## config.mk

```make
export PLATFORM = sky130hd
export DESIGN_NAME = shooter_mode_sequencer_core
export DESIGN_NICKNAME = d
export VERILOG_FILES = /design/src/hw/rtl/smseq_pkg.sv /design/src/hw/rtl/shooter_mode_sequencer_core.sv
export SDC_FILE = /design/constraint.sdc
export NUM_CORES = 1
export LEC_CHECK = 0
export BUFFER_PORTS_ARGS = -buffer_cell sky130_fd_sc_hd__clkbuf_2
export CAP_MARGIN = 20
export CORE_ASPECT_RATIO = 1.4
export CORE_MARGIN = 4
export CORE_UTILIZATION = 65
export CTS_CLUSTER_DIAMETER = 200
export DETAILED_ROUTE_END_ITERATION = 12
export PLACE_DENSITY = 0.87
export REMOVE_ABC_BUFFERS = 1
export SYNTH_ARGS = -nofsm -noshare
export SYNTH_HDL_FRONTEND = slang
export SYNTH_SLANG_ARGS = --single-unit
```

## constraint.sdc

```tcl
create_clock -name clock -period 14.5 [get_ports clock]
set_clock_uncertainty 0.2 [all_clocks]
set_input_delay 1.45 -clock clock [delete_from_list [all_inputs] [get_ports clock]]
set_output_delay 1.45 -clock clock [all_outputs]
set_load 0.05 [all_outputs]
```

## src/hw/rtl/smseq_pkg.sv

```systemverilog
// Shared types and constants for the shooter mode sequencer.
// Depends on nothing; used by shooter_mode_sequencer_core.
package smseq_pkg;

   // Shooter modes as seen on the result channel
   typedef enum logic [1:0] {
      MODE_STOP  = 2'd0,
      MODE_PREP  = 2'd1,
      MODE_SHOOT = 2'd2,
      MODE_TRANS = 2'd3
   } mode_type;

   // Item kinds
   typedef enum logic {
      FUNC_TICK    = 1'b0,
      FUNC_REQUEST = 1'b1
   } func_type;

   // Configuration register indexes
   typedef enum logic [1:0] {
      CSR_TARGET_RPM    = 2'd0,
      CSR_HOOD_SETPOINT = 2'd1,
      CSR_PREP_FRACTION = 2'd2,
      CSR_STOP_DELAY    = 2'd3
   } csr_index_type;

   localparam int CSR_DATA_W = 17;

   // Field widths
   localparam int RPM_W   = 14;
   localparam int FRAC_W  = 11;
   localparam int HOOD_W  = 17;
   localparam int VEL_W   = 19;
   localparam int SPD_W   = 25;   // velocity * 60
   localparam int PREPQ_W = 24;   // rpm in 1/1024 units
   localparam int DIFF_W  = 26;
   localparam int DELAY_W = 16;
   localparam int DUTY_W  = 10;

   // Limits and tolerances
   localparam logic [RPM_W-1:0]         RPM_MAX   = 14'd12000;
   localparam logic [FRAC_W-1:0]        FRAC_MAX  = 11'd1024;
   localparam logic signed [DIFF_W-1:0] SETTLE_Q  = 26'sd61440;
   localparam logic signed [SPD_W-1:0]  STOPPED_Q = 25'sd512;
   localparam logic signed [HOOD_W:0]   HOOD_TOL  = 18'sd128;

   // Kicker duties in per-mille
   localparam logic [DUTY_W-1:0] DUTY_RUN      = 10'd750;
   localparam logic [DUTY_W-1:0] DUTY_STOPPING = 10'd500;
   localparam logic [DUTY_W-1:0] DUTY_PREP     = 10'd150;
   localparam logic [DUTY_W-1:0] DUTY_OFF      = 10'd0;

   // Reset values of the configuration registers
   localparam logic [RPM_W-1:0]         TARGET_RPM_RST = 14'd3000;
   localparam logic signed [HOOD_W-1:0] HOOD_SET_RST   = 17'sd0;
   localparam logic [FRAC_W-1:0]        PREP_FRAC_RST  = 11'd307;
   localparam logic [DELAY_W-1:0]       STOP_DELAY_RST = 16'd25;

endpackage

```

## src/hw/rtl/shooter_mode_sequencer_core.sv

```systemverilog
// Shooter mode sequencer: mode requests, periodic ticks, kicker run-on timer.
// Depends on smseq_pkg (types, modes, duties, tolerances).
//
// Usage
//   req_*  : one beat per item. req_func selects a periodic tick (velocity and
//            hood position sampled) or a mode request (req_desired_mode).
//   rsp_*  : exactly one beat per item, in order: flywheel, kicker and hood
//            commands with their valid flags, plus the mode after the item.
//            A mode request returns all flags and commands at zero.
//   csr_*  : plain write port, one register per cycle with csr_wr_en high;
//            write only while no item is in flight.
// Timing
//   An item is taken into the input register, worked on there and lands in
//   the result register, where the result beat is offered. While rsp_stall
//   stays low, one item per cycle is sustained; the single pass from input
//   register to result register, where the mode state also updates, sets it.
// Reset
//   Synchronous, active high: mode stop, requested stop, run-on timer idle,
//   configuration back to its defaults, both pipeline stages empty.
// Stall
//   While rsp_stall holds a result, the input register still takes one more
//   beat; with both stages full, req_stall rises until the result is taken.
module shooter_mode_sequencer_core #(
   parameter int TIMER_BITS = 16
) (
   input  logic                                 clock,
   input  logic                                 reset,
   // input channel
   input  logic                                 req_valid,
   output logic                                 req_stall,
   input  logic                                 req_func,
   input  logic [1:0]                           req_desired_mode,
   input  logic signed [smseq_pkg::VEL_W-1:0]   req_flywheel_velocity,
   input  logic signed [smseq_pkg::HOOD_W-1:0]  req_hood_position,
   // result channel
   output logic                                 rsp_valid,
   input  logic                                 rsp_stall,
   output logic                                 rsp_flywheel_cmd_valid,
   output logic [smseq_pkg::RPM_W-1:0]          rsp_flywheel_rpm_cmd,
   output logic                                 rsp_kicker_cmd_valid,
   output logic [smseq_pkg::DUTY_W-1:0]         rsp_kicker_duty,
   output logic                                 rsp_hood_cmd_valid,
   output logic signed [smseq_pkg::HOOD_W-1:0]  rsp_hood_cmd,
   output logic [1:0]                           rsp_mode,
   // configuration
   input  logic                                 csr_wr_en,
   input  logic [1:0]                           csr_index,
   input  logic [smseq_pkg::CSR_DATA_W-1:0]     csr_wdata
);

   localparam int CNT_W = (TIMER_BITS > smseq_pkg::DELAY_W) ? TIMER_BITS : smseq_pkg::DELAY_W;

   // ---------------------------------------------------------------- config
   logic [smseq_pkg::RPM_W-1:0]         target_rpm_ff;
   logic signed [smseq_pkg::HOOD_W-1:0] hood_setpoint_ff;
   logic [smseq_pkg::FRAC_W-1:0]        prep_fraction_ff;
   logic [smseq_pkg::DELAY_W-1:0]       stop_delay_ff;

   always_ff @(posedge clock) begin
      if (reset) begin
         target_rpm_ff    <= smseq_pkg::TARGET_RPM_RST;
         hood_setpoint_ff <= smseq_pkg::HOOD_SET_RST;
         prep_fraction_ff <= smseq_pkg::PREP_FRAC_RST;
         stop_delay_ff    <= smseq_pkg::STOP_DELAY_RST;
      end else if (csr_wr_en) begin
         unique case (smseq_pkg::csr_index_type'(csr_index))
            smseq_pkg::CSR_TARGET_RPM:    target_rpm_ff    <= csr_wdata[13:0];
            smseq_pkg::CSR_HOOD_SETPOINT: hood_setpoint_ff <= $signed(csr_wdata[16:0]);
            smseq_pkg::CSR_PREP_FRACTION: prep_fraction_ff <= csr_wdata[10:0];
            smseq_pkg::CSR_STOP_DELAY:    stop_delay_ff    <= csr_wdata[15:0];
         endcase
      end
   end

   // Clamp target and fraction, precompute prep speed once per cycle from regs;
   // the user keeps configuration quiet while items are in flight (unenforced).
   logic [smseq_pkg::RPM_W-1:0]   tgt;
   logic [smseq_pkg::FRAC_W-1:0]  frac;
   logic [smseq_pkg::PREPQ_W-1:0] prep_q_in, prep_q_ff;
   logic [smseq_pkg::PREPQ_W-1:0] prep_round;
   logic [smseq_pkg::RPM_W-1:0]   prep_rpm_in, prep_rpm_ff;

   assign tgt  = (target_rpm_ff > smseq_pkg::RPM_MAX) ? smseq_pkg::RPM_MAX : target_rpm_ff;
   assign frac = (prep_fraction_ff > smseq_pkg::FRAC_MAX) ? smseq_pkg::FRAC_MAX
                                                          : prep_fraction_ff;
   assign prep_q_in   = smseq_pkg::PREPQ_W'(tgt) * smseq_pkg::PREPQ_W'(frac);
   assign prep_round  = prep_q_in + smseq_pkg::PREPQ_W'(512);
   assign prep_rpm_in = prep_round[23:10];

   always_ff @(posedge clock) begin
      prep_q_ff   <= prep_q_in;
      prep_rpm_ff <= prep_rpm_in;
   end

   // ------------------------------------------------------- input register
   logic                                in_valid_ff;
   logic                                in_func_ff;
   logic [1:0]                          in_mode_ff;
   logic signed [smseq_pkg::SPD_W-1:0]  in_spd_ff;
   logic signed [smseq_pkg::HOOD_W-1:0] in_hood_ff;
   logic signed [smseq_pkg::SPD_W-1:0]  vel_x, spd_in;
   logic                                advance;
   logic                                req_take;

   // Speed in 1/1024 RPM: velocity * 60 = velocity * 64 - velocity * 4
   assign vel_x  = smseq_pkg::SPD_W'(req_flywheel_velocity);
   assign spd_in = (vel_x <<< 6) - (vel_x <<< 2);

   assign advance   = in_valid_ff && (!rsp_valid || !rsp_stall);
   assign req_stall = in_valid_ff && !advance;
   assign req_take  = req_valid && !req_stall;

   always_ff @(posedge clock) begin
      if (reset) begin
         in_valid_ff <= 1'b0;
      end else begin
         in_valid_ff <= req_take || (in_valid_ff && !advance);
      end
   end

   always_ff @(posedge clock) begin
      if (req_take) begin
         in_func_ff <= req_func;
         in_mode_ff <= req_desired_mode;
         in_spd_ff  <= spd_in;
         in_hood_ff <= req_hood_position;
      end
   end

   // ------------------------------------------------------------ state
   smseq_pkg::mode_type  cur_mode_ff, cur_mode_in;
   smseq_pkg::mode_type  req_mode_ff, req_mode_in;
   logic                 runon_active_ff, runon_active_in;
   logic [TIMER_BITS-1:0] runon_count_ff, runon_count_in;

   // Settling checks on the held tick
   logic signed [smseq_pkg::DIFF_W-1:0] prep_err, tgt_err;
   logic signed [smseq_pkg::HOOD_W:0]   hood_err;
   logic                                prep_settled, tgt_settled, hood_settled, stopped;
   logic                                delay_reached;

   assign prep_err = $signed({2'b00, prep_q_ff}) - smseq_pkg::DIFF_W'(in_spd_ff);
   assign tgt_err  = $signed({2'b00, tgt, 10'b0}) - smseq_pkg::DIFF_W'(in_spd_ff);
   assign hood_err = (smseq_pkg::HOOD_W+1)'(hood_setpoint_ff)
                   - (smseq_pkg::HOOD_W+1)'(in_hood_ff);

   assign prep_settled = (prep_err > -smseq_pkg::SETTLE_Q) && (prep_err < smseq_pkg::SETTLE_Q);
   assign tgt_settled  = (tgt_err > -smseq_pkg::SETTLE_Q) && (tgt_err < smseq_pkg::SETTLE_Q);
   assign hood_settled = (hood_err > -smseq_pkg::HOOD_TOL) && (hood_err < smseq_pkg::HOOD_TOL);
   assign stopped      = (in_spd_ff > -smseq_pkg::STOPPED_Q) && (in_spd_ff < smseq_pkg::STOPPED_Q);

   // Result fields of the item in flight
   logic                                fv, kv, hv;
   logic [smseq_pkg::RPM_W-1:0]         frpm;
   logic [smseq_pkg::DUTY_W-1:0]        kd;
   logic signed [smseq_pkg::HOOD_W-1:0] hc;

   always_comb begin
      cur_mode_in     = cur_mode_ff;
      req_mode_in     = req_mode_ff;
      runon_active_in = runon_active_ff;
      runon_count_in  = runon_count_ff;
      fv   = 1'b0;
      frpm = '0;
      kv   = 1'b0;
      kd   = smseq_pkg::DUTY_OFF;
      hv   = 1'b0;
      hc   = '0;
      delay_reached = 1'b0;

      if (smseq_pkg::func_type'(in_func_ff) == smseq_pkg::FUNC_REQUEST) begin
         // Drop a request for the transition code itself
         if (smseq_pkg::mode_type'(in_mode_ff) != smseq_pkg::MODE_TRANS) begin
            req_mode_in = smseq_pkg::mode_type'(in_mode_ff);
            if (smseq_pkg::mode_type'(in_mode_ff) != cur_mode_ff) begin
               cur_mode_in = smseq_pkg::MODE_TRANS;
            end
         end
      end else begin
         unique case (cur_mode_ff)
            smseq_pkg::MODE_STOP: begin
               if (runon_active_ff) begin
                  kv = 1'b1;
                  if (CNT_W'(runon_count_ff) >= CNT_W'(stop_delay_ff)) begin
                     kd              = smseq_pkg::DUTY_OFF;
                     runon_active_in = 1'b0;
                     runon_count_in  = '0;
                  end else begin
                     kd = smseq_pkg::DUTY_RUN;
                  end
               end
            end
            smseq_pkg::MODE_PREP: begin
               runon_active_in = 1'b0;
               runon_count_in  = '0;
               fv   = 1'b1;
               frpm = prep_rpm_ff;
               kv   = 1'b1;
               kd   = smseq_pkg::DUTY_PREP;
            end
            smseq_pkg::MODE_SHOOT: begin
               fv   = 1'b1;
               frpm = tgt;
               kv   = 1'b1;
               kd   = smseq_pkg::DUTY_RUN;
               hv   = 1'b1;
               hc   = hood_setpoint_ff;
            end
            smseq_pkg::MODE_TRANS: begin
               unique case (req_mode_ff)
                  smseq_pkg::MODE_STOP: begin
                     fv = 1'b1;
                     if (!runon_active_ff) begin
                        runon_active_in = 1'b1;
                        runon_count_in  = '0;
                     end
                     delay_reached = CNT_W'(runon_count_in) >= CNT_W'(stop_delay_ff);
                     kv = 1'b1;
                     kd = delay_reached ? smseq_pkg::DUTY_OFF : smseq_pkg::DUTY_STOPPING;
                     hv = 1'b1;
                     if (stopped) begin
                        cur_mode_in = smseq_pkg::MODE_STOP;
                     end
                  end
                  smseq_pkg::MODE_PREP: begin
                     fv   = 1'b1;
                     frpm = prep_rpm_ff;
                     kv   = 1'b1;
                     kd   = smseq_pkg::DUTY_PREP;
                     hv   = 1'b1;
                     if (prep_settled) begin
                        cur_mode_in = smseq_pkg::MODE_PREP;
                     end
                  end
                  smseq_pkg::MODE_SHOOT: begin
                     fv   = 1'b1;
                     frpm = tgt;
                     hv   = 1'b1;
                     hc   = hood_setpoint_ff;
                     if (tgt_settled && hood_settled) begin
                        cur_mode_in = smseq_pkg::MODE_SHOOT;
                     end
                  end
                  smseq_pkg::MODE_TRANS: begin
                     // never requested; hold everything
                  end
               endcase
            end
         endcase

         // Advance the run-on timer, saturating at all ones
         if (runon_active_in && !(&runon_count_in)) begin
            runon_count_in = runon_count_in + 1'b1;
         end
      end
   end

   always_ff @(posedge clock) begin
      if (reset) begin
         cur_mode_ff     <= smseq_pkg::MODE_STOP;
         req_mode_ff     <= smseq_pkg::MODE_STOP;
         runon_active_ff <= 1'b0;
         runon_count_ff  <= '0;
      end else if (advance) begin
         cur_mode_ff     <= cur_mode_in;
         req_mode_ff     <= req_mode_in;
         runon_active_ff <= runon_active_in;
         runon_count_ff  <= runon_count_in;
      end
   end

   // ------------------------------------------------------ result register
   logic rsp_valid_ff;

   always_ff @(posedge clock) begin
      if (reset) begin
         rsp_valid_ff <= 1'b0;
      end else if (advance) begin
         rsp_valid_ff <= 1'b1;
      end else if (!rsp_stall) begin
         rsp_valid_ff <= 1'b0;
      end
   end

   always_ff @(posedge clock) begin
      if (advance) begin
         rsp_flywheel_cmd_valid <= fv;
         rsp_flywheel_rpm_cmd   <= frpm;
         rsp_kicker_cmd_valid   <= kv;
         rsp_kicker_duty        <= kd;
         rsp_hood_cmd_valid     <= hv;
         rsp_hood_cmd           <= hc;
         rsp_mode               <= cur_mode_in;
      end
   end

   assign rsp_valid = rsp_valid_ff;

   // ------------------------------------------------------------ checks
   a_request_no_cmds: assert property (@(posedge clock) disable iff (reset)
      advance && (smseq_pkg::func_type'(in_func_ff) == smseq_pkg::FUNC_REQUEST)
      |=> !rsp_flywheel_cmd_valid && !rsp_kicker_cmd_valid && !rsp_hood_cmd_valid)
      else $error("mode request produced a command");

   a_idle_timer_zero: assert property (@(posedge clock) disable iff (reset)
      !runon_active_ff |-> (runon_count_ff == '0))
      else $error("run-on count nonzero while idle");

   a_settled_mode_matches: assert property (@(posedge clock) disable iff (reset)
      (cur_mode_ff != smseq_pkg::MODE_TRANS) |-> (cur_mode_ff == req_mode_ff))
      else $error("settled mode differs from requested mode");

   a_full_pipe_stalls: assert property (@(posedge clock) disable iff (reset)
      in_valid_ff && rsp_valid && rsp_stall |-> req_stall)
      else $error("input taken while both stages are full");

endmodule

```

## Word-level counts from Yosys, hierarchy flattened

Cells that the tools add are included.

- Shift operators: 0
- Divide/modulo/power cells: 0
- Order comparisons: 12
- Equal/unequal tests: 11
- Add/subtract/negate cells: 6
- Reductions and logical operators: 29
- Muxes and demuxes: 42
- Bitwise gates (word level): 1
- $mul: 1

Operators by type and width:

| kind | number |
|---|---|
| $mux W16 | 9 |
| $gt A26 B17 Y1 const B | 2 |
| $lt A26 B17 Y1 const B | 2 |
| $sub A25 B25 Y26 | 2 |
| $pmux W16 S3 | 1 |
| $pmux W14 S3 | 1 |
| $pmux W10 S4 | 1 |
| $pmux W17 S2 | 1 |
| $ge A16 B16 Y1 | 2 |
| $pmux W14 S2 | 1 |
| $gt A25 B10 Y1 const B | 1 |
| $lt A25 B11 Y1 const B | 1 |
| $sub A25 B21 Y25 | 1 |
| $add A24 B10 Y24 const B | 1 |
| $mul A14 B11 Y24 | 1 |
| $mux W10 | 2 |
| $gt A18 B8 Y1 const B | 1 |
| $lt A18 B9 Y1 const B | 1 |
| $pmux W9 S2 | 1 |
| $sub A17 B17 Y18 | 1 |
| $mux W17 | 1 |
| $add A16 B1 Y16 const B | 1 |
| $reduce_and A16 Y1 | 1 |
| $gt A14 B14 Y1 const B | 1 |
| 23 further kinds | 65 |

- Memory bits (read-only): 0
- Bits in writable memories: 0
- Latch bits: 0
- Output and inout bits: 48
- Register bits: 210
- Memories kept: 0

## Logic depth before layout (Yosys ltp)

Gate-level depths: netlist of run 1.

- Word-level depth: 11
- Gate-level depth with buffers: 31
- Mapped depth without buffers: 30

## Least setup slack after synthesis of run 1

Ideal clock, no wire load.

- Path type: register to register
- From: register target_rpm_ff[0] in the netlist's numbering
- To: register prep_rpm_ff[13] in the netlist's numbering
- Clock period less this slack: 7.264 ns
- Cell stages (with the launch flop): 30
- Library setup time: 0.122 ns
- Arrival: 6.942 ns
- Setup slack: 7.236 ns
- Data required time: 14.178 ns
- Cell sequence: dfxtp_1 -> nor3_1 -> a21oi_1 -> o2111a_1 -> o21ai_1 -> clkbuf_1 -> nor2b_1 -> inv_1 -> clkbuf_1 -> nand2_1 -> fa_1 -> fa_1 -> fa_1 -> inv_1 -> fa_1 -> inv_1 -> fa_1 -> inv_1 -> ha_1 -> or3_1 -> a211o_1 -> a221oi_1 -> o21ai_0 -> o41ai_2 -> o21bai_1 -> a21oi_1 -> xnor2_1 -> and3_1 -> nand4_1 -> xnor2_1

- Longest elaborated chain between the ends: 4

Ends and longest elaborated chain:

| item | RTL line | RTL |
|---|---|---|
| from (decl) | shooter_mode_sequencer_core.sv:54 | `logic [smseq_pkg::RPM_W-1:0] target_rpm_ff;` |
| from (signal assigned) | shooter_mode_sequencer_core.sv:61 | `target_rpm_ff <= smseq_pkg::TARGET_RPM_RST;` |
| from (signal assigned) | shooter_mode_sequencer_core.sv:67 | `smseq_pkg::CSR_TARGET_RPM: target_rpm_ff <= csr_wdata[13:0];` |
| $gt A14 B14 Y1 | shooter_mode_sequencer_core.sv:83 | `assign tgt = (target_rpm_ff > smseq_pkg::RPM_MAX) ? smseq_pkg::RPM_MAX : target_rpm_ff;` |
| $mux W14 (*) | shooter_mode_sequencer_core.sv:83 |  |
| $mul A14 B11 Y24 (*) | shooter_mode_sequencer_core.sv:86 | `assign prep_q_in = smseq_pkg::PREPQ_W'(tgt) * smseq_pkg::PREPQ_W'(frac);` |
| net prep_q_in (one bit) | shooter_mode_sequencer_core.sv:79 | `logic [smseq_pkg::PREPQ_W-1:0] prep_q_in, prep_q_ff;` |
| $add A24 B10 Y24 (*) | shooter_mode_sequencer_core.sv:87 | `assign prep_round = prep_q_in + smseq_pkg::PREPQ_W'(512);` |
| net prep_round (one bit) | shooter_mode_sequencer_core.sv:80 | `logic [smseq_pkg::PREPQ_W-1:0] prep_round;` |
| to (signal assigned) | shooter_mode_sequencer_core.sv:92 | `prep_rpm_ff <= prep_rpm_in;` |
| to (decl) | shooter_mode_sequencer_core.sv:81 | `logic [smseq_pkg::RPM_W-1:0] prep_rpm_in, prep_rpm_ff;` |

Mark *: on every way through the listed nets, which the timed path passes. The rest lies on a longest branch.
A chain may end at the register's enable or synchronous reset.

## Worst setup path after layout of run 1

Same ends and word-level chain as after synthesis.

==> results of run 1 <==
## cell type report
| cell class | instances | area [µm²] | area share |
|---|---|---|---|
| clock buffers | 31 | 646.9 | 0.03338 |
| clock inverters | 9 | 118.9 | 0.006133 |
| inverters | 260 | 975.9 | 0.05036 |
| multi-input cells | 1512 | 11630 | 0.5999 |
| flip-flops and latches | 204 | 4935 | 0.2546 |
| well taps | 365 | 456.7 | 0.02356 |
| repair buffers | 119 | 620.6 | 0.03202 |
## critical path, stage by stage (launching register included)
cell      delay, ns
dfxtp_1        0.33
nor3_1         0.22
a21oi_1        0.09
o2111a_1       0.23
o21ai_1        0.59
nor2b_1        0.40
clkinv_1       0.43
nand2_1        0.22
fa_1           0.45
fa_1           0.51
fa_1           0.50
inv_1          0.05
fa_1           0.52
inv_1          0.05
fa_1           0.53
inv_1          0.05
ha_1           0.23
or3_1          0.35
a211o_1        0.29
a221oi_1       0.39
o21ai_0        0.24
o41ai_2        0.39
o21bai_1       0.11
a21oi_1        0.19
xnor2_1        0.18
and3_1         0.25
nand4_1        0.13
xnor2_1        0.16
## power groups by stage
stage / clock, mW / combinational [mW] / sequential, mW
global route: 0.625 / 1.76 / 0.740
finish: 0.598 / 1.57 / 0.733
global placement: 0 / 1.49 / 0.741
CTS: 0.601 / 1.55 / 0.732
floorplan: 0 / 1.20 / 0.747
detailed placement: 0 / 1.54 / 0.743
## per-layer routing
metal / global-route usage / wire length, µm
met1: 0.3448 / 16930
met5: 0 / 0
met3: 0.04437 / 3038
met2: 0.6031 / 25080
met4: 0.2080 / 3554
## per-stage QoR
stage	hold slack, ns	cell area, µm²	power [mW]	utilization	instances
5_1_grt	0.2743	19380	3.119	0.7200	2500
2_1_floorplan	0.2257	17520	1.945	-	1976
6_report	0.2564	19380	2.905	0.7200	2500
4_1_cts	0.2564	19380	2.884	0.7200	2500
3_3_place_gp	0.2370	18620	2.231	0.6916	2460
3_5_place_dp	0.2481	18620	2.283	0.6916	2460
## placed cells by master, fill, tap and decap left out, types with 12 or more instances in the layout
cell type and n:
a21o_1 48, xnor2_1 64, nor2b_1 25, nor4_1 16, nand3_1 39, nand4_1 25, a211oi_1 12, a21oi_1 128
clkbuf_16 24, a222oi_1 13, o21ai_0 49, clkbuf_2 109, inv_1 250, ha_1 175, xor2_1 29, and3_1 23
nor2_1 153, and2_1 46, o21a_1 29, nor3_1 28, edfxtp_1 85, a31oi_1 17, nand3b_1 18, fa_1 108
nand2b_1 20, nand2_1 255, dfxtp_1 119, a22o_1 13
## logic make-up (layout without fill, tap and decap cells)
family,Yosys count,count (layout),share of synthesized area
muxes,7,7,0.004005
DFF,204,204,0.2771
buffers and inverters,333,419,0.07110
and+or+nand+nor,697,697,0.1894
xor gates and xnor gates,93,93,0.04574
other,1,1,0.0002106
AOI/OAI and AO/OA,431,431,0.1681
adders and majority gates,283,283,0.2443
## how the worst max path moves through the flow
| stage | startpoint | end | slack (ns) | cells past startpoint |
|---|---|---|---|---|
| 2_1_floorplan | target_rpm_ff[0]$_SDFFE_PP0P_ | prep_rpm_ff[13]$_DFF_P_ | 7.20 | 27 |
| 3_3_place_gp | target_rpm_ff[0]$_SDFFE_PP0P_ | prep_rpm_ff[13]$_DFF_P_ | 6.43 | 27 |
| 3_5_place_dp | target_rpm_ff[0]$_SDFFE_PP0P_ | prep_rpm_ff[13]$_DFF_P_ | 6.20 | 27 |
| 4_1_cts | target_rpm_ff[0]$_SDFFE_PP0P_ | prep_rpm_ff[13]$_DFF_P_ | 6.17 | 27 |
| 5_1_grt | target_rpm_ff[0]$_SDFFE_PP0P_ | prep_rpm_ff[13]$_DFF_P_ | 5.56 | 27 |
| 6_report | target_rpm_ff[0]$_SDFFE_PP0P_ | prep_rpm_ff[13]$_DFF_P_ | 6.07 | 27 |
## registers in the layout, indices dropped and copies added (netlist names), 14 cells and up
| register | cells |
|---|---|
| prep_q_ff | 24 |
| rsp_flywheel_rpm_cmd | 14 |
| hood_setpoint_ff | 17 |
| prep_rpm_ff | 14 |
| stop_delay_ff | 16 |
| in_spd_ff | 23 |
| target_rpm_ff | 14 |
| in_hood_ff | 17 |
| runon_count_ff | 16 |
| rsp_hood_cmd | 17 |
==> metrics.md, run 1 <==
| Metric | Value |
|---|---|
| Status | `finished clean` |
| Worst-case reg-to-reg path depth | `27` |
| I/O Buffers | `109` |
| DRC | `0` |
| Slew margin rel. | `0.2354` |
| Cells after Synth | `2049` |
| Area leader, netlist | `edfxtp_1` |
| Height of the die | `203.9 µm` |
| Clock tree from TritonCTS | `done` |
| Nets | `2465` |
| Worst Setup End Kind | `flip-flop` |
| I/O Pins | `111` |
| Final TNS setup | `0 ns` |
| Arr. time, crit path | `slightly below 9 ns` |
| Iteration-0 DRC Markers | `1068` |
| DR vias | `between 15000 and 20000` |
| GP Congestion | `0.9779` |
| Period minus WS final | `8.433 ns` |
| HP Class | `flip-flop to flip-flop` |
| Synth warn | `0` |
| Final period util | `0.5816` |
| Overflow after GRT | `0` |
| Worst-margin pin slew | `between 1 and 1.5 ns` |
| Final wirelength | `48600 µm` |
| Count leader, synth | `nand2_1` |
| Pint | `~1.7 mW` |
| Slew Viols, Final | `0` |
| Main synth FF type | `dfxtp_1` |
| Combinational power share | `0.542` |
| Endpoints failing hold | `0` |
| Syn Std Cell Area | `between 15000 and 20000 µm²` |
| First-pass GRT wire length | `about 80000 µm` |
| Max Cap Viol | `0` |
| Setup violators final | `0` |
| Top cells by area, synth | `edfxtp_1, dfxtp_1, ha_1` |
| Dpl hpwl | `approximately 37000 µm` |
| Core area | `26920 µm²` |
| Full die area | `~30000 µm²` |
| Share of the synthesized area in the top cell type | `0.1433` |
| Hold buffer count at CTS | `0` |
| P_sw | `1.233 mW` |
| Sequential share of the synthesized area | `0.2771` |
| Filler cells | `2014` |
| DIE WIDTH | `147.9 µm` |
| Clock transition at the registers of the reported paths | `0.06 ns` |
| Clock share of power | `0.206` |
| Clock tree buffer depth | `3` |
| Critical setup path kind | `flip-flop to flip-flop` |
| Gr usage total | `0.3258` |
| Leak pwr | `approximately 8.9 nW` |
| FF+latch count, synth | `204` |
| Post-synth ARST share | `0` |
| Synth top cells by count | `nand2_1, inv_1, ha_1, nor2_1, a21oi_1` |
| Root Buffer | `clkbuf_16` |
| Largest net degree at the start of global routing | `a little under 80` |
| # rows | `71` |
| Hold path start | `stop_delay_ff[5]$_SDFFE_PP0P_` |
| Worst Path Max Fanout | `16` |
| Clock sinks | `204` |
| Area Growth Syn to Fin | `8.824%` |
| Post CTS Setup Buffer Count | `0` |
| Part of the power in registers | `0.252` |
| Drt wl/cell | `19.44 µm` |
| Net Sw Frac | `0.4245` |
| Starting Density | `0.6616` |
| Initial antenna violation count | `0` |
| Routed vias/inst | `6.241` |
| Syn avg cell area | `8.692 µm²` |
| Drt first pass iters | `7` |
| Reg2reg end | `prep_rpm_ff[13]$_DFF_P_` |
| Antenna-violating nets left | `0` |
| Reg2reg start | `target_rpm_ff[0]$_SDFFE_PP0P_` |
| Critical path required time | `14.70 ns` |
| Placement Setup Slack | `6.205 ns` |
| CTS resizes | `0` |
| Setup WS post-layout | `roughly 6.1 ns` |
| Vias in the first global route | `16161` |
| Peak supply drop | `145.7 µV` |
| Pwr dens | `149.9 nW/µm²` |
| Fmax achieved | `0.1186 GHz` |
| WHS Path Cells | `2` |
| Flop2flop setup slack | `6.07 ns` |
| Post-synth EDFFs | `85` |
| CTS buffer count | `22` |
| Ant. Diodes | `0` |
| H-tree levels | `1` |
| Worst-Skew Late Latency | `about 0.53 ns` |
| Min-Delay Endpoint | `stop_delay_ff[5]$_SDFFE_PP0P_` |
| Share of layout cells above drive strength 1 | `0.08852` |
| RSZ-0062 raised after global routing | `false` |
| Worst setup SP type | `flip-flop` |
| Count of cell types in the netlist | `93` |
Power figures use the tool's default switching activity.
==> run 2: changes to the inputs <==
CORE_UTILIZATION = 57   (was 65)
PLACE_DENSITY = 0.81   (was 0.87)
clock period = 7.4 ns   (was 14.5 ns; I/O delays follow)
==> run 2 against run 1 <==
  * Combinational power grew 120%
  * Clock-buffer cell count decreased by 2
  * Largest cell class unchanged
  * Register-to-register slack worse by 5.8 ns
  * Critical path type unchanged
  * Final area increased by 2.5%
==> metrics.md, run 2 (synthesis gave the netlist of run 1 again) <==
| Metric | Value |
|---|---|
| Endpoints failing hold | `0 (unchanged)` |
| I/O Pins | `111 (unchanged)` |
| M2 GR Usage | `0.5040 (-0.09912)` |
| I/O Buffers | `109 (unchanged)` |
| Met1 Use GR | `0.3222 (-0.02265)` |
| Hold path start | `req_hood_position[6]` |
| Worst-case reg-to-reg path depth | `28 (+3.7%)` |
| Largest net degree at the start of global routing | `78 (unchanged)` |
| Overall Power | `5.985 mW (+110%)` |
| Max FFs per register | `24 (unchanged)` |
| Root Buffer | `clkbuf_16` |
| Most frequent cells in the layout | `nand2_1, inv_1, ha_1` |
| Leak pwr | `9.151 nW (+2.8%)` |
| Drt first pass iters | `6 (-1)` |
| # rows | `76 (+7.0%)` |
| Crit. Startpoint | `target_rpm_ff[2]$_SDFFE_PP0P_` |
| Slew margin rel. | `0.3104 (+0.07499)` |
| Height of the die | `217.1 µm (+6.5%)` |
| First-pass GRT wire length | `77550 µm (-2.0%)` |
| GP Congestion | `1.010 (+3.3%)` |
| Critical path required time | `7.61 ns (-7.09 ns)` |
| Ant. Diodes | `0 (unchanged)` |
| DIE WIDTH | `157.4 µm (+6.4%)` |
| DRC | `0 (unchanged)` |
| Final core utilization | `0.6451 (-0.07493)` |
| Arr. time, crit path | `7.36 ns (-1.28 ns)` |
| Fmax achieved | `0.1399 GHz (+18%)` |
| Slowest cell on crit path | `fa_1` |
| CTS buffer count | `22 (unchanged)` |
| Clock transition at the registers of the reported paths | `0.07 ns (about the same)` |
| Area Growth Syn to Fin | `11.60%` |
| Antenna-violating nets left | `0 (unchanged)` |
| Iteration-0 DRC Markers | `1035 (-3.1%)` |
| Grt met3 use | `0.03640 (-0.007962)` |
| WHS Path Cells | `1 (-1)` |
| Worst Setup End Kind | `flip-flop` |
| H-tree levels | `1 (unchanged)` |
| DR vias | `15436 (-1.1%)` |
| Net Sw Frac | `0.4228 (-0.001714)` |
| Combinational power share | `0.567 (+0.025)` |
| Clock tree from TritonCTS | `done` |
| Top reg by flops | `prep_q_ff` |
| Initial antenna violation count | `0 (unchanged)` |
| Final wirelength | `47780 µm (-1.7%)` |
| Gr busiest metal | `met2` |
| Critical setup path kind | `flip-flop to flip-flop` |
| Final TNS setup | `0 ns (unchanged)` |
| Full die area | `34180 µm² (+13%)` |
| Overflow after GRT | `0 (unchanged)` |
| Worst-margin pin slew | `1.028 ns (-0.09047 ns)` |
| Max Cap Viol | `0 (unchanged)` |
| Nets | `2507 (+1.7%)` |
| Share of layout cells above drive strength 1 | `0.1222 (+0.03366)` |
| Worst-Skew Late Latency | `0.53 ns (about the same)` |
| Worst Path Max Fanout | `10 (-6)` |
| Worst stage delay on the critical path | `0.54 ns (-0.05 ns)` |
| Hold Worst Slack | `0.1826 ns (-0.07373 ns)` |
| P_sw | `2.530 mW (+110%)` |
| Part of the power in registers | `0.239 (-0.013)` |
| HP Class | `primary input to flip-flop` |
| Largest registers | `prep_q_ff: 24 flops, in_spd_ff: 23 flops` |
| Leading cell type in the layout, fill and taps excluded | `nand2_1` |
| Status | `finished clean` |
| DP Cell Count | `2520 (+2.4%)` |
| Clock share of power | `0.193 (-0.013)` |
| Starting Density | `0.5781 (-0.08359)` |
| Reg2reg start | `target_rpm_ff[2]$_SDFFE_PP0P_` |
| Pwr dens | `301.1 nW/µm² (+100%)` |
| Slew Viols, Final | `0 (unchanged)` |
| Gr usage total | `0.2807 (-0.04513)` |
| Period minus WS final | `7.150 ns (-1.283 ns)` |
| Vias in the first global route | `15626 (-3.3%)` |
| Final period util | `0.9662 (+0.3846)` |
| Dpl hpwl | `37120 µm (+1.4%)` |
| Pint | `3.454 mW (+110%)` |
| Drt wl/cell | `18.61 µm (-4.3%)` |
| Routed vias/inst | `6.013 (-3.6%)` |
| Final non-filler cell total | `2567 (+2.7%)` |
| Clock tree buffer depth | `3 (unchanged)` |
| Setup violators final | `0 (unchanged)` |
| Core area | `30810 µm² (+14%)` |
| Peak supply drop | `332.5 µV (+130%)` |
| Worst setup SP type | `flip-flop` |
| Clock sinks | `204 (unchanged)` |
## run 2: changes by cell type in the layout (fill, tap and decap cells not counted), moves of 4 or more
cell      delta
buf_4       +39
clkinv_1     -4
nand2_1      -4
nand2_2      +4
inv_2        +4
## run 2: final timing paths
path / end / slack (ns)
min: in_hood_ff[6]$_DFFE_PP_ / 0.18
max: prep_rpm_ff[13]$_DFF_P_ / 0.25
min reg2reg: prep_fraction_ff[2]$_SDFFE_PP0P_ / 0.26
max reg2reg: prep_rpm_ff[13]$_DFF_P_ / 0.25
## run 2: timing repair
item,4_1_cts,5_1_grt
gates cloned,0,1
gates resized for setup,1,42
setup endpoints to repair,2,8
buffers inserted,0,6
pin swaps,0,19
hold buffers,0,0
## run 2: cell type report
type	count	area, µm²
Clock inverter	11	127.6
Sequential cell	204	4938
Clock buffer	29	628.1
Timing Repair Buffer	161	940.9
Inverter	260	975.9
Fill cell	2545	10930
Tap cell	390	488.0
Multi-Input combinational cell	1512	11780
## run 2: per-layer routing
metal | wire length [µm] | up-vias | part of all wire
met1 | 17830 | 7363 | 0.37
li1 | - | 7300 | -
met3 | 2688 | 181 | 0.056
met2 | 24410 | 592 | 0.51
met4 | 2844 | 0 | 0.060
met5 | 0 | - | 0
## run 2: critical path: cells and delay by family (launching register included)
| family | cells | cell delay (ns) |
|---|---|---|
| xor gates and xnor gates | 2 | 0.33 |
| and+or+nand+nor | 6 | 1.19 |
| adders and majority gates | 6 | 2.54 |
| buffers and inverters | 5 | 0.39 |
| DFF | 1 | 0.36 |
| AOI/OAI and AO/OA | 9 | 2.02 |
## run 2: stage by stage
stage | instance area [µm²] | worst slack, ns
6_report | 19880 | 0.2504
2_1_floorplan | 17520 | 0.09785
3_5_place_dp | 18910 | -0.02714
3_3_place_gp | 18910 | 0.1160
4_1_cts | 19670 | 0.05574
5_1_grt | 19880 | -0.09663
## run 2: power by group through the flow
| stage | clock network, mW | registers, mW | logic, mW |
|---|---|---|---|
| final | 1.16 | 1.43 | 3.40 |
| after global routing | 1.23 | 1.44 | 3.76 |
| after CTS | 1.18 | 1.43 | 3.17 |
| after detailed placement | 0 | 1.45 | 3.13 |
| after global placement | 0 | 1.45 | 3.04 |
| after floorplan | 0 | 1.46 | 2.35 |
==> run 3: changes to the inputs <==
PLACE_DENSITY = not set   (was 0.81)
PLACE_DENSITY_LB_ADDON = 0.08   (was not set)
==> run 3 against run 2 <==
  * Fmax rose by 0.35%
  * Wire length rose by 2.5%
  * Clock power fell by 13%
  * Final cell count rose by 0.16%
  * Critical path depth rose by 2
  * Power fell by 3.0%
==> metrics.md, run 3 (synthesis gave the netlist of run 1 again) <==
| Metric | Value |
|---|---|
| Status | `finished clean` |
| Worst-Skew Late Latency | `0.53 ns (about the same)` |
| Peak supply drop | `245.7 µV (-26%)` |
| Leading cell type in the layout, fill and taps excluded | `nand2_1` |
| CTS buffer count | `21 (-4.5%)` |
| Share of layout cells above drive strength 1 | `0.1169 (-0.005268)` |
| Iteration-0 DRC Markers | `963 (-7.0%)` |
| Critical setup path kind | `flip-flop to flip-flop` |
| Gr usage total | `0.2885 (+0.007835)` |
| Post-DP Area | `18970 µm² (+0.32%)` |
| Area Growth Syn to Fin | `10.78%` |
| Final non-filler cell total | `2571 (+0.16%)` |
| Root Buffer | `clkbuf_16` |
| # rows | `76 (unchanged)` |
| Vias in the first global route | `15577 (-0.31%)` |
| Reg area | `4935 µm² (about the same)` |
| HP Class | `primary input to flip-flop` |
| First-pass GRT wire length | `78800 µm (+1.6%)` |
| Most frequent cells in the layout | `nand2_1, inv_1, ha_1` |
| Worst setup SP type | `flip-flop` |
| Hold path start | `req_hood_position[12]` |
| Reg2reg end | `prep_rpm_ff[13]$_DFF_P_` |
| Largest registers | `prep_q_ff: 24 flops, in_spd_ff: 23 flops` |
| Overall Power | `5.803 mW (-3.0%)` |
| Worst Setup End Kind | `flip-flop` |
| Routed vias/inst | `5.920 (-1.6%)` |
| Drt wl/cell | `19.04 µm (+2.3%)` |
| Slew margin rel. | `0.2809 (-0.02953)` |
| Hold buffer count at CTS | `0 (unchanged)` |
| Arr. time, crit path | `7.34 ns (-0.02 ns)` |
| Ant. Diodes | `0 (unchanged)` |
| Most used cell, CP | `inv_1` |
| Period minus WS final | `7.124 ns (-0.02519 ns)` |
| Max FFs per register | `24 (unchanged)` |
| Setup violators final | `0 (unchanged)` |
| Largest net degree at the start of global routing | `77 (-1.3%)` |
| Flop2flop setup slack | `0.28 ns (+0.03 ns)` |
| Slowest cell on crit path | `fa_1` |
| Worst-margin pin slew | `1.072 ns (+0.04400 ns)` |
| Overflow after GRT | `0 (unchanged)` |
| Top reg by flops | `prep_q_ff` |
| Critical path required time | `7.61 ns (about the same)` |
| Max Cap Viol | `0 (unchanged)` |
| GP Congestion | `0.9590 (-5.1%)` |
| I/O Buffers | `109 (unchanged)` |
| Nets | `2512 (+0.20%)` |
| Fmax achieved | `0.1404 GHz (+0.35%)` |
| Clock tree buffer depth | `3 (unchanged)` |
| Worst-case reg-to-reg path depth | `30 (+7.1%)` |
| Drt first pass iters | `6 (unchanged)` |
| Leak pwr | `9.108 nW (-0.47%)` |
| DP Cell Count | `2528 (+0.32%)` |
| Final period util | `0.9628 (-0.003404)` |
| Clock tree from TritonCTS | `done` |
| Dpl hpwl | `38450 µm (+3.6%)` |
| Slew Viols, Final | `0 (unchanged)` |
| Worst stage delay on the critical path | `0.54 ns (about the same)` |
| Min-Delay Endpoint | `in_hood_ff[12]$_DFFE_PP_` |
| Reg2reg start | `target_rpm_ff[1]$_SDFFE_PP0P_` |
| Antenna-violating nets left | `0 (unchanged)` |
| Clock sinks | `204 (unchanged)` |
| Worst Path Max Fanout | `7 (-3)` |
| I/O Pins | `111 (unchanged)` |
| Core area | `30810 µm² (unchanged)` |
| Post-layout instance area | `19730 µm² (-0.74%)` |
| DR vias | `15220 (-1.4%)` |
| Endpoints failing hold | `0 (unchanged)` |
| Pwr dens | `294.1 nW/µm² (-2.3%)` |
| Initial antenna violation count | `0 (unchanged)` |
| Filler cells | `2747 (+7.9%)` |
| Clock transition at the registers of the reported paths | `0.07 ns (about the same)` |
| WHS Path Cells | `1 (unchanged)` |
| DIE WIDTH | `157.4 µm (unchanged)` |
| Height of the die | `217.1 µm (unchanged)` |
| Full die area | `34180 µm² (unchanged)` |
| Final wirelength | `48960 µm (+2.5%)` |
| DRC | `0 (unchanged)` |
| Multi-input logic area | `11710 µm² (-0.60%)` |
| Starting Density | `0.5781 (unchanged)` |
| H-tree levels | `1 (unchanged)` |
## run 3: worst max path at each step
stage                                       start                       to  slack, ns  depth (start not counted)
global placement    target_rpm_ff[0]$_SDFFE_PP0P_  prep_rpm_ff[13]$_DFF_P_       0.22                         29
global route        target_rpm_ff[1]$_SDFFE_PP0P_  prep_rpm_ff[13]$_DFF_P_      -0.03                         30
detailed placement  target_rpm_ff[0]$_SDFFE_PP0P_  prep_rpm_ff[13]$_DFF_P_       0.02                         29
floorplan           target_rpm_ff[0]$_SDFFE_PP0P_  prep_rpm_ff[13]$_DFF_P_        0.1                         27
finish              target_rpm_ff[1]$_SDFFE_PP0P_  prep_rpm_ff[13]$_DFF_P_       0.28                         30
CTS                 target_rpm_ff[0]$_SDFFE_PP0P_  prep_rpm_ff[13]$_DFF_P_       0.02                         29
## run 3: stage by stage
stage	hold slack, ns	util	TNS, ns	setup WS [ns]
after floorplan	0.2257	-	0	0.09785
after global placement	0.2377	0.6157	0	0.2219
after detailed placement	0.2432	0.6157	0	0.02498
after CTS	0.1689	0.6365	0	0.01574
after global routing	0.1682	0.6404	-0.05301	-0.03419
final	0.1827	0.6404	0	0.2756
## run 3: what timing repair did
item / CTS / global route
endpoints found under the setup margin: 0 / 8
gates resized for setup: 0 / 27
setup buffers: 0 / 4
## run 3: layout make-up
cell class              instances  share of cell area
inverters                     260             0.04947
clock inverters                10            0.003044
well taps                     390             0.02473
flip-flops and latches        204              0.2501
clock buffers                  28             0.02949
multi-input cells            1512              0.5934
repair buffers                167             0.04978
## run 3: power by group
part	leakage, nW	internal [mW]	switching (mW)
Clock	0.315	0.556	0.454
Combinational	6.99	1.41	1.95
Sequential	1.80	1.36	0.0768
Total	9.11	3.32	2.48
## run 3: critical path: cells and delay by family, from the launching register on
family,cells,cell delay (ns)
fa+ha+maj,6,2.51
compound gates,9,1.89
simple gates,6,1.05
buf+inv,7,0.73
flops,1,0.32
xor+xnor,2,0.30
## run 3: routing by layer
layer	global-route usage	wire length (µm)
met1	0.3271	18540
met2	0.5389	25620
met3	0.02984	2219
met4	0.1274	2583
met5	0	0
